`config.mk`:
```
export PLATFORM = sky130hd
export DESIGN_NAME = acq_link_command_sequencer
export DESIGN_NICKNAME = d
export VERILOG_FILES = /design/src/hdl/acs_pkg.sv /design/src/hdl/acs_core.sv /design/src/hdl/acq_link_command_sequencer.sv
export SDC_FILE = /design/constraint.sdc
export NUM_CORES = 1
export LEC_CHECK = 0
export BUFFER_PORTS_ARGS = -buffer_cell sky130_fd_sc_hd__buf_2
export CAP_MARGIN = 25
export CORE_MARGIN = 2
export CORE_UTILIZATION = 30
export DETAILED_ROUTE_END_ITERATION = 16
export GPL_ROUTABILITY_DRIVEN = 0
export RECOVER_POWER = 25
export SLEW_MARGIN = 30
export SYNTH_ARGS = -nofsm -noshare
export SYNTH_HDL_FRONTEND = slang
export SYNTH_SLANG_ARGS = --single-unit
```
`constraint.sdc`:
```
create_clock -name clock -period 9.5 [get_ports clock]
set_input_delay 1.9 -clock clock [delete_from_list [all_inputs] [get_ports clock]]
set_output_delay 1.9 -clock clock [all_outputs]
set_load 0.05 [all_outputs]
```
`src/hdl/acs_pkg.sv`:
```
// types, codes and helpers shared by the acquisition link command sequencer
`timescale 1ns / 1ps

package acs_pkg;

   // channel count of the acquisition board (1 to 8, mask holds five)
   localparam int CHANNELS = 5;
   localparam logic [3:0] CHANNEL_COUNT = 4'(CHANNELS);
   localparam logic [4:0] ALL_MASK = 5'(((1 << CHANNELS) - 1) & 31);

   // word widths on the stream ports
   localparam int REQ_DATA_W = 40;
   localparam int RSP_DATA_W = 56;
   localparam int RSP_USER_W = 4;
   localparam int CSR_INDEX_W = 1;
   localparam int CSR_DATA_W = 8;

   // configuration register indexes
   localparam logic [CSR_INDEX_W-1:0] CSR_ID_PARITY = 1'd0;
   localparam logic [CSR_INDEX_W-1:0] CSR_INIT_GAIN = 1'd1;

   // input word kinds
   localparam logic [2:0] KIND_FRAME  = 3'd0;
   localparam logic [2:0] KIND_LINK   = 3'd1;
   localparam logic [2:0] KIND_GAIN   = 3'd2;
   localparam logic [2:0] KIND_FILTER = 3'd3;
   localparam logic [2:0] KIND_INPUT  = 3'd4;

   // serial command codes
   localparam logic [1:0] CMD_NOP    = 2'd0;
   localparam logic [1:0] CMD_GAIN   = 2'd1;
   localparam logic [1:0] CMD_FILTER = 2'd2;
   localparam logic [1:0] CMD_INPUT  = 2'd3;

   // event codes
   localparam logic [2:0] EV_NONE      = 3'd0;
   localparam logic [2:0] EV_LINK_UP   = 3'd1;
   localparam logic [2:0] EV_GAIN      = 3'd2;
   localparam logic [2:0] EV_FILTER    = 3'd3;
   localparam logic [2:0] EV_INPUT     = 3'd4;
   localparam logic [2:0] EV_LINK_DOWN = 3'd5;

   // link and initialisation machine
   typedef enum logic [3:0] {
      CP_LINK_DOWN  = 4'd0,
      CP_LINK_UP    = 4'd1,
      CP_GAINS      = 4'd2,
      CP_GAINS_WAIT = 4'd3,
      CP_HPFS       = 4'd4,
      CP_HPFS_WAIT  = 4'd5,
      CP_INSEL      = 4'd6,
      CP_INSEL_WAIT = 4'd7,
      CP_NORMAL     = 4'd8
   } ctrl_phase_type;

   // command machine
   typedef enum logic [3:0] {
      MP_NONE       = 4'd0,
      MP_GAIN_SET   = 4'd1,
      MP_GAIN_WAIT  = 4'd2,
      MP_GAIN_DONE  = 4'd3,
      MP_HPF_SET    = 4'd4,
      MP_HPF_WAIT   = 4'd5,
      MP_HPF_DONE   = 4'd6,
      MP_INSEL_SET  = 4'd7,
      MP_INSEL_WAIT = 4'd8,
      MP_INSEL_DONE = 4'd9
   } cmd_phase_type;

   typedef struct packed {
      logic [2:0] kind;
      logic [3:0] frame_cmdid;
      logic [7:0] frame_mode;
      logic       link_up;
      logic [4:0] channel_mask;
      logic [7:0] gain_code;
      logic       filter_enable;
      logic [7:0] input_channel;
   } acs_item_type;

   typedef struct packed {
      logic        send_valid;
      logic [1:0]  cmd_code;
      logic [3:0]  cmd_id;
      logic [31:0] cmd_data;
      logic [2:0]  event_res;
      logic [4:0]  event_mask;
      logic [7:0]  event_value;
      logic        ready_res;
      logic        accepted;
   } acs_result_type;

   typedef struct packed {
      logic                   wr_en;
      logic [CSR_INDEX_W-1:0] index;
      logic [CSR_DATA_W-1:0]  wdata;
   } acs_csr_type;

   typedef struct packed {
      logic       found;
      logic [2:0] pos;
   } acs_first_type;

   // lowest channel present in a mask
   function automatic acs_first_type first_channel(input logic [4:0] mask);
      acs_first_type r;
      r = '0;
      for (int i = CHANNELS - 1; i >= 0; i--) begin
         if (i < 5 && mask[i]) begin
            r.found = 1'b1;
            r.pos   = 3'(i);
         end
      end
      return r;
   endfunction

endpackage

```
`src/hdl/acs_core.sv`:
```
// sequencer state registers and the single-pass next-state and result logic
`timescale 1ns / 1ps

module acs_core
   import acs_pkg::*;
(
   input  logic           clock,
   input  logic           reset,
   input  logic           step,
   input  acs_item_type   item,
   input  acs_csr_type    csr,
   output acs_result_type result
);

   ctrl_phase_type ctrl_ff, ctrl_in;
   cmd_phase_type  cmd_ff, cmd_in;
   logic           link_ff, link_in;
   logic [3:0]     next_id_ff, next_id_in;
   logic [3:0]     pending_id_ff, pending_id_in;
   logic [4:0]     mask_ff, mask_in;
   logic [2:0]     pos_ff, pos_in;
   logic [7:0]     value_ff, value_in;
   logic [7:0]     init_gain_ff;

   // state registers, configuration write takes precedence
   always_ff @(posedge clock) begin
      if (reset) begin
         ctrl_ff       <= CP_LINK_DOWN;
         cmd_ff        <= MP_NONE;
         link_ff       <= 1'b0;
         next_id_ff    <= 4'd0;
         pending_id_ff <= 4'd0;
         mask_ff       <= 5'd0;
         pos_ff        <= 3'd0;
         value_ff      <= 8'd0;
         init_gain_ff  <= 8'd0;
      end else begin
         ctrl_ff       <= ctrl_in;
         cmd_ff        <= cmd_in;
         link_ff       <= link_in;
         pending_id_ff <= pending_id_in;
         mask_ff       <= mask_in;
         pos_ff        <= pos_in;
         value_ff      <= value_in;
         next_id_ff    <= next_id_in;
         if (csr.wr_en && csr.index == CSR_ID_PARITY) begin
            next_id_ff   <= {3'd0, csr.wdata[0]};
         end
         if (csr.wr_en && csr.index == CSR_INIT_GAIN) begin
            init_gain_ff <= csr.wdata;
         end
      end
   end

   // control advance, masked start, command advance and send, in that order
   always_comb begin
      logic          idle;
      logic          start;
      logic [4:0]    start_mask;
      logic [7:0]    start_value;
      cmd_phase_type start_set;
      cmd_phase_type start_done;
      acs_first_type first;
      logic          do_send;
      logic [1:0]    send_code;
      logic [4:0]    shifted;
      logic [3:0]    pos_inc;

      ctrl_in       = ctrl_ff;
      cmd_in        = cmd_ff;
      link_in       = link_ff;
      next_id_in    = next_id_ff;
      pending_id_in = pending_id_ff;
      mask_in       = mask_ff;
      pos_in        = pos_ff;
      value_in      = value_ff;
      result        = '0;
      idle          = (ctrl_ff == CP_NORMAL) && (cmd_ff == MP_NONE);
      start         = 1'b0;
      start_mask    = 5'd0;
      start_value   = 8'd0;
      start_set     = MP_GAIN_SET;
      start_done    = MP_GAIN_DONE;
      first         = '0;
      do_send       = 1'b0;
      send_code     = CMD_NOP;
      shifted       = 5'd0;
      pos_inc       = 4'd0;

      if (step) begin
         // first stage: item kind and link and initialisation machine
         case (item.kind)
            KIND_FRAME: begin
               case (ctrl_ff)
                  CP_LINK_DOWN: begin
                     if (link_ff) ctrl_in = CP_LINK_UP;
                  end
                  CP_LINK_UP: begin
                     if (next_id_in == item.frame_cmdid) next_id_in = next_id_in + 4'd2;
                     result.event_res   = EV_LINK_UP;
                     result.event_value = item.frame_mode;
                     ctrl_in = CP_GAINS;
                  end
                  CP_GAINS: begin
                     start       = 1'b1;
                     start_mask  = ALL_MASK;
                     start_value = init_gain_ff;
                     start_set   = MP_GAIN_SET;
                     start_done  = MP_GAIN_DONE;
                     ctrl_in     = CP_GAINS_WAIT;
                  end
                  CP_GAINS_WAIT: begin
                     if (cmd_ff == MP_GAIN_DONE) ctrl_in = CP_HPFS;
                  end
                  CP_HPFS: begin
                     start       = 1'b1;
                     start_mask  = ALL_MASK;
                     start_value = 8'd0;
                     start_set   = MP_HPF_SET;
                     start_done  = MP_HPF_DONE;
                     ctrl_in     = CP_HPFS_WAIT;
                  end
                  CP_HPFS_WAIT: begin
                     if (cmd_ff == MP_HPF_DONE) ctrl_in = CP_INSEL;
                  end
                  CP_INSEL: begin
                     value_in = 8'd0;
                     cmd_in   = MP_INSEL_SET;
                     ctrl_in  = CP_INSEL_WAIT;
                  end
                  CP_INSEL_WAIT: begin
                     if (cmd_ff == MP_INSEL_DONE) ctrl_in = CP_NORMAL;
                  end
                  default: begin
                  end
               endcase
            end
            KIND_LINK: begin
               if (link_ff != item.link_up) begin
                  link_in = item.link_up;
                  ctrl_in = CP_LINK_DOWN;
                  cmd_in  = MP_NONE;
                  if (!item.link_up) result.event_res = EV_LINK_DOWN;
               end
            end
            KIND_GAIN: begin
               if (idle) begin
                  start           = 1'b1;
                  start_mask      = item.channel_mask;
                  start_value     = item.gain_code;
                  start_set       = MP_GAIN_SET;
                  start_done      = MP_GAIN_DONE;
                  result.accepted = 1'b1;
               end
            end
            KIND_FILTER: begin
               if (idle) begin
                  start           = 1'b1;
                  start_mask      = item.channel_mask;
                  start_value     = {7'd0, item.filter_enable};
                  start_set       = MP_HPF_SET;
                  start_done      = MP_HPF_DONE;
                  result.accepted = 1'b1;
               end
            end
            KIND_INPUT: begin
               if (idle) begin
                  value_in        = item.input_channel;
                  cmd_in          = MP_INSEL_SET;
                  result.accepted = 1'b1;
               end
            end
            default: begin
            end
         endcase

         // masked run start: first channel in the mask or straight to done
         if (start) begin
            mask_in  = start_mask & ALL_MASK;
            value_in = start_value;
            first    = first_channel(mask_in);
            pos_in   = first.found ? first.pos : 3'd0;
            cmd_in   = first.found ? start_set : start_done;
         end

         // command machine, frames only
         if (item.kind == KIND_FRAME) begin
            shifted = mask_in >> pos_in;
            pos_inc = {1'b0, pos_in} + 4'd1;
            case (cmd_in)
               MP_GAIN_SET, MP_HPF_SET: begin
                  if (shifted[0]) begin
                     do_send   = 1'b1;
                     send_code = (cmd_in == MP_GAIN_SET) ? CMD_GAIN : CMD_FILTER;
                     cmd_in    = (cmd_in == MP_GAIN_SET) ? MP_GAIN_WAIT : MP_HPF_WAIT;
                  end else if (pos_inc >= CHANNEL_COUNT) begin
                     pos_in = 3'd0;
                     cmd_in = (cmd_in == MP_GAIN_SET) ? MP_GAIN_DONE : MP_HPF_DONE;
                  end else begin
                     pos_in = pos_inc[2:0];
                  end
               end
               MP_GAIN_WAIT, MP_HPF_WAIT: begin
                  if (item.frame_cmdid == pending_id_in) begin
                     if (pos_inc >= CHANNEL_COUNT) begin
                        pos_in = 3'd0;
                        cmd_in = (cmd_in == MP_GAIN_WAIT) ? MP_GAIN_DONE : MP_HPF_DONE;
                     end else begin
                        pos_in = pos_inc[2:0];
                        cmd_in = (cmd_in == MP_GAIN_WAIT) ? MP_GAIN_SET : MP_HPF_SET;
                     end
                  end
               end
               MP_GAIN_DONE, MP_HPF_DONE: begin
                  result.event_res   = (cmd_in == MP_GAIN_DONE) ? EV_GAIN : EV_FILTER;
                  result.event_mask  = mask_in;
                  result.event_value = value_in;
                  cmd_in = MP_NONE;
               end
               MP_INSEL_SET: begin
                  do_send   = 1'b1;
                  send_code = CMD_INPUT;
                  cmd_in    = MP_INSEL_WAIT;
               end
               MP_INSEL_WAIT: begin
                  if (item.frame_cmdid == pending_id_in) cmd_in = MP_INSEL_DONE;
               end
               MP_INSEL_DONE: begin
                  result.event_res   = EV_INPUT;
                  result.event_value = value_in;
                  cmd_in = MP_NONE;
               end
               default: begin
                  cmd_in = MP_NONE;
               end
            endcase
         end

         // serial command out, id steps by two
         if (do_send) begin
            next_id_in        = next_id_in + 4'd2;
            pending_id_in     = next_id_in;
            result.send_valid = 1'b1;
            result.cmd_code   = send_code;
            result.cmd_id     = next_id_in;
            if (send_code == CMD_INPUT) begin
               result.cmd_data = {value_in, 24'd0};
            end else begin
               result.cmd_data = {5'd0, pos_in, value_in, 16'd0};
            end
         end

         result.ready_res = (ctrl_in == CP_NORMAL);
      end
   end

endmodule

```
`src/hdl/acq_link_command_sequencer.sv`:
```
// top level: input word register, sequencer core and result register
`timescale 1ns / 1ps

// Acquisition link command sequencer.
// The req_ channel carries link changes, set requests and received frames,
// with the kind in req_tuser. The rsp_ channel returns exactly one word per
// request word: the serial command to send (if any), an event report, the
// normal-operation flag and whether a set request was taken.
// The csr_ port writes the starting id parity (which also reloads the next
// id) and the initialisation gain code; write only while the block is idle.
// A word accepted into the input register is processed from there and its
// result is offered on rsp_ from the result register.
// Throughput: one word per cycle while rsp_tready stays high; all next-state
// work is a single pass of logic between the input register and the result register.
// A stalled receiver holds the result register; the input register still
// takes one more word, then req_tready drops until the result moves on.
// Reset clears both registers, puts the link machine in link down, the
// command machine in no command and both configuration registers to zero.

module acq_link_command_sequencer
   import acs_pkg::*;
(
   input  logic                   clock,
   input  logic                   reset,
   // request channel
   input  logic                   req_tvalid,
   output logic                   req_tready,
   // frame_cmdid, frame_mode, link_up, channel_mask, gain_code,
   // filter_enable, input_channel, zero pad
   input  logic [REQ_DATA_W-1:0]  req_tdata,
   // kind
   input  logic [2:0]             req_tuser,
   // result channel
   output logic                   rsp_tvalid,
   input  logic                   rsp_tready,
   // cmd_code, cmd_id, cmd_data, event_mask, event_value, ready_res,
   // accepted, zero pad
   output logic [RSP_DATA_W-1:0]  rsp_tdata,
   // send_valid, event_res
   output logic [RSP_USER_W-1:0]  rsp_tuser,
   // configuration write port
   input  logic                   csr_wr_en,
   input  logic [CSR_INDEX_W-1:0] csr_index,
   input  logic [CSR_DATA_W-1:0]  csr_wdata
);

   logic           in_valid_ff;
   acs_item_type   in_item_ff, in_item_in;
   logic           out_valid_ff;
   acs_result_type out_ff;
   acs_result_type core_result;
   acs_csr_type    csr;
   logic           advance;

   // a word moves from input to result register when the result is free
   assign advance    = in_valid_ff && (!out_valid_ff || rsp_tready);
   assign req_tready = !in_valid_ff || advance;

   assign in_item_in = '{
      kind:          req_tuser,
      frame_cmdid:   req_tdata[3:0],
      frame_mode:    req_tdata[11:4],
      link_up:       req_tdata[12],
      channel_mask:  req_tdata[17:13],
      gain_code:     req_tdata[25:18],
      filter_enable: req_tdata[26],
      input_channel: req_tdata[34:27]
   };

   assign csr = '{wr_en: csr_wr_en, index: csr_index, wdata: csr_wdata};

   // input word register
   always_ff @(posedge clock) begin
      if (reset) begin
         in_valid_ff <= 1'b0;
      end else if (req_tready) begin
         in_valid_ff <= req_tvalid;
      end
      if (req_tready && req_tvalid) begin
         in_item_ff <= in_item_in;
      end
   end

   acs_core u_core (
      .clock  (clock),
      .reset  (reset),
      .step   (advance),
      .item   (in_item_ff),
      .csr    (csr),
      .result (core_result)
   );

   // result register
   always_ff @(posedge clock) begin
      if (reset) begin
         out_valid_ff <= 1'b0;
      end else if (advance) begin
         out_valid_ff <= 1'b1;
      end else if (rsp_tready) begin
         out_valid_ff <= 1'b0;
      end
      if (advance) begin
         out_ff <= core_result;
      end
   end

   assign rsp_tvalid = out_valid_ff;
   assign rsp_tuser  = {out_ff.event_res, out_ff.send_valid};
   assign rsp_tdata  = {3'd0, out_ff.accepted, out_ff.ready_res, out_ff.event_value,
                        out_ff.event_mask, out_ff.cmd_data, out_ff.cmd_id, out_ff.cmd_code};

   // a sent command always carries a real command code
   a_send_code: assert property (@(posedge clock) disable iff (reset)
      out_valid_ff && out_ff.send_valid |-> out_ff.cmd_code != CMD_NOP)
      else $error("command sent without a command code");

   // a taken set request neither sends nor reports in the same word
   a_accept_quiet: assert property (@(posedge clock) disable iff (reset)
      out_valid_ff && out_ff.accepted |-> !out_ff.send_valid && out_ff.event_res == EV_NONE)
      else $error("accepted request also sent or reported");

   // input select puts only the channel in the top byte
   a_insel_data: assert property (@(posedge clock) disable iff (reset)
      out_valid_ff && out_ff.send_valid && out_ff.cmd_code == CMD_INPUT
      |-> out_ff.cmd_data[23:0] == 24'd0)
      else $error("input select command with stray data bits");

   // a held input word is not lost or overwritten
   a_in_hold: assert property (@(posedge clock) disable iff (reset)
      in_valid_ff && !advance |=> in_valid_ff && $stable(in_item_ff))
      else $error("pending input word overwritten");

endmodule

```
After elaboration in Yosys (flattened, before gate mapping)
Index checks and enable logic that the tools add are counted.
{"block": "classes", "n_addsub": 3, "mul": 0, "div": 0, "magnitude_cmp": 1, "eq_ne": 29, "shift": 1, "mux": 96, "bitwise_logic": 2, "reduce_logical": 27}
{"op": "two-way mux 4 bit", "n": 30}
{"op": "two-way mux 8 bit", "n": 8}
{"op": "two-way mux 3 bit", "n": 17}
{"op": "two-way mux 39 bit", "n": 1}
{"op": "equality test 4 x 3 -> 1 bit, second input constant", "n": 9}
{"op": "two-way mux 32 bit", "n": 1}
{"op": "one-hot mux 4 bit (8 select lines)", "n": 1}
{"op": "two-way mux 5 bit", "n": 6}
{"op": "one-hot mux 4 bit (2 select lines)", "n": 3}
{"op": "one-hot mux 8 bit (3 select lines)", "n": 1}
{"op": "equality test 4 x 2 -> 1 bit, second input constant", "n": 5}
{"op": "equality test 4 bit, second input constant", "n": 5}
{"op": "one-hot mux 3 bit (2 select lines)", "n": 3}
{"op": "two-way mux 16 bit", "n": 1}
{"op": "one-hot mux 4 bit (4 select lines)", "n": 1}
{"op": "one-hot mux 8 bit (2 select lines)", "n": 1}
{"op": "OR reduction 2 bit", "n": 7}
{"op": "two-way mux 1 bit", "n": 13}
{"op": "one-hot mux 4 bit (3 select lines)", "n": 1}
{"op": "one-hot mux 5 bit (2 select lines)", "n": 1}
{"op": "adder 4 x 2 -> 4 bit, second input constant", "n": 2}
{"op": "equality test 4 x 1 -> 1 bit, second input constant", "n": 2}
{"op": "equality test 4 bit", "n": 2}
{"op": "zero test 4 bit", "n": 2}
{"op": "other kinds (20)", "n": 36}
{"block": "totals", "ff_bits": 138, "latchBits": 0, "ram_bits": 0, "mem_bits_ro": 0, "inputBits": 57, "wordCells": 190, "memories": 0}

Depth between registers and ports, before layout
{"block": "logic_depth", "ltp_word": 24, "mapped_depth": 16}

Cells and area by module
From an unflattened synthesis, not the netlist that was laid out.
{"block": "hier_totals", "cells_unflattened": 636, "area_unflattened_um2": 6715.2}
{"mod": "acs_core", "n_inst": 1, "cells_each": 527, "area_per_inst_um2": 3732.3, "seq_area_each_um2": 820.8}
{"mod": "acq_link_command_sequencer", "n_inst": 1, "cells_each": 109, "area_per_inst_um2": 2982.9, "seq_area_each_um2": 2892.8}

Worst setup path before layout
OpenSTA, ideal clock, no wires.
{"block": "synth_timing", "path_type": "input -> register", "from": "in rsp_tready", "to": "reg out_ff (netlist bit rsp_tdata[0]), enable pin", "setup_ns": 0.421, "arrival_time_ns": 3.899, "required_ns": 9.079, "path_slack_ns": 5.180, "cell_stages": 5, "cell_sequence": "nor2b_1 nand2b_1 inv_1 clkbuf_1 clkbuf_1"}
{"block": "synth_via", "elab_chain_cells": 2}
{"item": "start, declared", "line": "acq_link_command_sequencer.sv:35", "source": "input logic rsp_tready,"}
{"item": "logical OR 1 bit", "line": "acq_link_command_sequencer.sv:56", "source": "assign advance = in_valid_ff && (!out_valid_ff || rsp_tready);"}
{"item": "logical AND 1 bit", "line": "acq_link_command_sequencer.sv:56"}
{"item": "via advance", "line": "acq_link_command_sequencer.sv:53", "source": "logic advance;"}
{"item": "end signal, assigned", "line": "acq_link_command_sequencer.sv:103", "source": "out_ff <= core_result;"}
{"item": "end, declared", "line": "acq_link_command_sequencer.sv:50", "source": "acs_result_type out_ff;"}
The timed path passes the listed nets, and every way through them passes these cells.
A chain may end at the register's enable or synchronous reset.

Final worst setup path
{"block": "layout_timing", "from": "in rsp_tready", "to": "out req_tready"}
{"block": "layout_via", "elab_chain_cells": 3}
{"item": "logical OR 1 bit", "line": "acq_link_command_sequencer.sv:56"}
{"item": "logical AND 1 bit", "line": "acq_link_command_sequencer.sv:56"}
{"item": "logical OR 1 bit", "line": "acq_link_command_sequencer.sv:57", "source": "assign req_tready = !in_valid_ff || advance;"}
{"item": "end, declared", "line": "acq_link_command_sequencer.sv:27", "source": "output logic req_tready,"}
No other way between the ends.

==> impl_metrics.tcl <==
set metrics [dict create \
    arrival_ps 2510 \
    async_flop_share_pct 0 \
    cts-root-buf "clkbuf_16" \
    ant_nets 0 \
    placed_area_um2 7086 \
    layout_common_cells "buf_2 (93), nor2_1 (89), edfxtp_1 (79)" \
    nNetsFinal 769 \
    clockBufferDepth 2 \
    start_kind "primary input" \
    syn2layout_area_growth_pct 18.55 \
    drive_gt1_share_pct 24.86 \
    cp_cell_sequence "buf_2 > nor2b_1 > nand2_1 > buf_2" \
    endpoint_kind "output port" \
    rsz0062_at_grt "no" \
    power.switching_uw 377.3 \
    cts_setup_buffers 0 \
    final_common_cell "buf_2" \
    dieArea_um2 22760 \
    grt_use_total_pct 15.30 \
    p_leak_uw 0.002814 \
    hold_violations 0 \
    ys_types 92 \
    cts_hold_buffers 0 \
    h-tree-depth 4 \
    maxSlewViolCount 39 \
    grt_pass1_vias 4959 \
    hpwl_um 11760 \
    failed_checks "max-capacitance violations, max-slew violations" \
    synthTopCellsByArea "edfxtp_1 (37%), dfxtp_1 (13%), nor2_1 (5.2%), nand2_1 (3.0%), mux2i_1 (2.6%)" \
    worst_slew_pin_slew_ps 2677 \
    cp-startpoint "rsp_tready" \
    min_path_type "flop to flop" \
    die_x_um 150.9 \
    slowest_delay_ps 220 \
    tritoncts "built" \
    wl_um 16810 \
    cts_resized 0 \
    power_density_nw_per_um2 182.1 \
    fin_total_pwr_uw 1396 \
    p_comb_share_pct 10.9 \
    rows 53 \
    worstHoldStart "u_core.init_gain_ff[0]$_SDFFE_PP0P_" \
    numCtsBuffers 17 \
    power.share.switching_pct 27.02 \
    cp_max_fo 4 \
    status "complete, but fails checks" \
    dr.pass1.iters 7 \
    clk_pin_slew_ps 60 \
    avgSynthCellArea_um2 10.35 \
    ios 119 \
    min_period_ps 4406 \
    port_buffers 94 \
    cpMaxStageDelayCell "buf_2" \
    synth_edf_count 79 \
    worstReg2RegStart "u_core.ctrl_ff[3]$_SDFFE_PP0P_" \
    cp_num_buf_inv 2 \
    wl_per_cell_um 16.90 \
    ir_drop_v 0.0001207 \
    clock-sinks 122 \
    fmax_ghz 0.2270 \
    synth_top_area_cell "edfxtp_1" \
    crit_top_cell "buf_2" \
    cp.required_ps 7600 \
    synth_ff_type "edfxtp_1" \
    critPathTopFamily "buffers and inverters" \
    yosysWarnings 0 \
    initial_core_util_pct 30.68 \
    grt-ovfl-total 0 \
    drt_iter0_drc 376 \
    fin_setup_tns_ps 0 \
    ys_seq_elements 122 \
    maxCapViolCount 1 \
    stdcell_area_um2 7670 \
    grt_max_degree 67 \
    synth_top_area_share_pct 36.67 \
    routed_via_density 5.126 \
    internal-power_uw 1019 \
    clk_latency_ps 420 \
    n_antenna_cell 0 \
    grt_pass1_wl_um 26680 \
    drc 0 \
    period_share_pct 46.38 \
    yosysSeqAreaShare_pct 49.97 \
    slew_headroom_pct -78.58 \
    postSynthCellCount 625 \
    fin_worst_skew_ps 7.102 \
    vias 5100 \
    p_clk_share_pct 45.4 \
    setup_viol 0 \
    antenna_found_initial 0 \
    die_h_um 150.9 \
    sequentialPowerShare_pct 43.7 \
    netlist_area_um2 6470 \
    path_class "primary input to output port" \
    core_um2 21090 \
]
[area by class of cell]
cell class	instances	area (um^2)
multi-input cells	456	2958
inverters	10	37.54
clock buffers	18	429.2
repair buffers	100	523.0
clock inverters	14	145.1
well taps	275	344.1
fillers	2143	13420
flip-flops and latches	122	3233
[sequential cells by signal, summed over array words and instances, names as in the netlist]
signal and cells:
rsp_tvalid 1, rsp_tuser 4, u_core.link_ff 1, u_core.init_gain_ff 8, in_item_ff 38, u_core.ctrl_ff 4
u_core.pos_ff 3, u_core.mask_ff 5, in_valid_ff 1, u_core.value_ff 8, u_core.cmd_ff 4, u_core.next_id_ff 4
u_core.pending_id_ff 4, rsp_tdata 37
[worst register-to-register path, stage by stage (launching register included)]
cell and delay (ps):
dfxtp_1 630, or4b_1 640, nor3_4 640, mux2i_1 320
nor2_1 130, ha_1 260, nor2b_1 150, o311ai_0 110
o221ai_1 210, a21oi_1 370, a2111oi_0 160, a2111oi_0 400
a211oi_1 140
[routing by layer]
metal  GRT usage (%)  part of all wire, %  vias to the layer above  wire length, um
li1                -                    -                     2475                -
met5               0                    0                        -                0
met1           20.15                   45                     2446             7589
met2           24.50                   48                      156             8013
met3           3.765                  5.6                       23              946
met4           5.514                  1.6                        0              263
[stage by stage]
stage | hold slack, ps | setup slack, ps | std cells | utilization, %
after global routing | 475.2 | 4861 | 995 | 36.37
after detailed placement | 447.1 | 5098 | 962 | 33.60
after floorplan | 436.4 | 5180 | 643 | -
after global placement | 444.9 | 5103 | 962 | 33.60
after CTS | 455.8 | 5095 | 994 | 36.32
final | 452.7 | 5094 | 995 | 36.37
[final timing paths]
path | to | slack (ps) | depth (start not counted)
worst max-delay path | req_tready | 5090 | 4
worst min-delay path | u_core.init_gain_ff[0]$_SDFFE_PP0P_ | 450 | 2
worst max register to register | u_core.cmd_ff[1]$_SDFFE_PP0P_ | 5210 | 12
worst min register to register | u_core.init_gain_ff[0]$_SDFFE_PP0P_ | 450 | 2
[power groups by stage]
stage | clock, uW | sequential, uW | combinational [uW]
finish | 634 | 610 | 152
detailed placement | 0 | 621 | 151
CTS | 650 | 610 | 152
floorplan | 0 | 635 | 100
global route | 671 | 613 | 166
global placement | 0 | 621 | 150
[kinds of logic after synthesis]
group / Yosys count / share of synthesized area (%)
AND/OR/NAND/NOR: 254 / 21.29
AO/OA/AOI/OAI: 136 / 15.47
flip-flops: 122 / 49.97
buffers and inverters: 65 / 5.299
multiplexers: 29 / 5.183
XOR/XNOR: 13 / 1.760
adder cells (fa/ha/maj): 5 / 0.9669
other: 1 / 0.05796
[cell usage after synthesis, types with 4 or more instances]
master    instances
ha_1              5
o22ai_1           5
clkbuf_1         24
nand3_1          19
buf_2             4
o31ai_1           8
nor2_1           89
xnor2_1           5
edfxtp_1         79
mux2_4            8
nand2_1          52
a221oi_1          9
nand4_1           7
nor2b_1           7
buf_4            21
dfxtp_1          43
xor2_1            8
or3_1             8
a211oi_1         19
and3_1            6
mux2i_1          17
a21oi_1          33
and2_1            5
o21ai_0          15
a31oi_1           7
nor4_1            8
buf_1             4
nor3_1           13
inv_1             9
(Power assumes the default switching activity.)
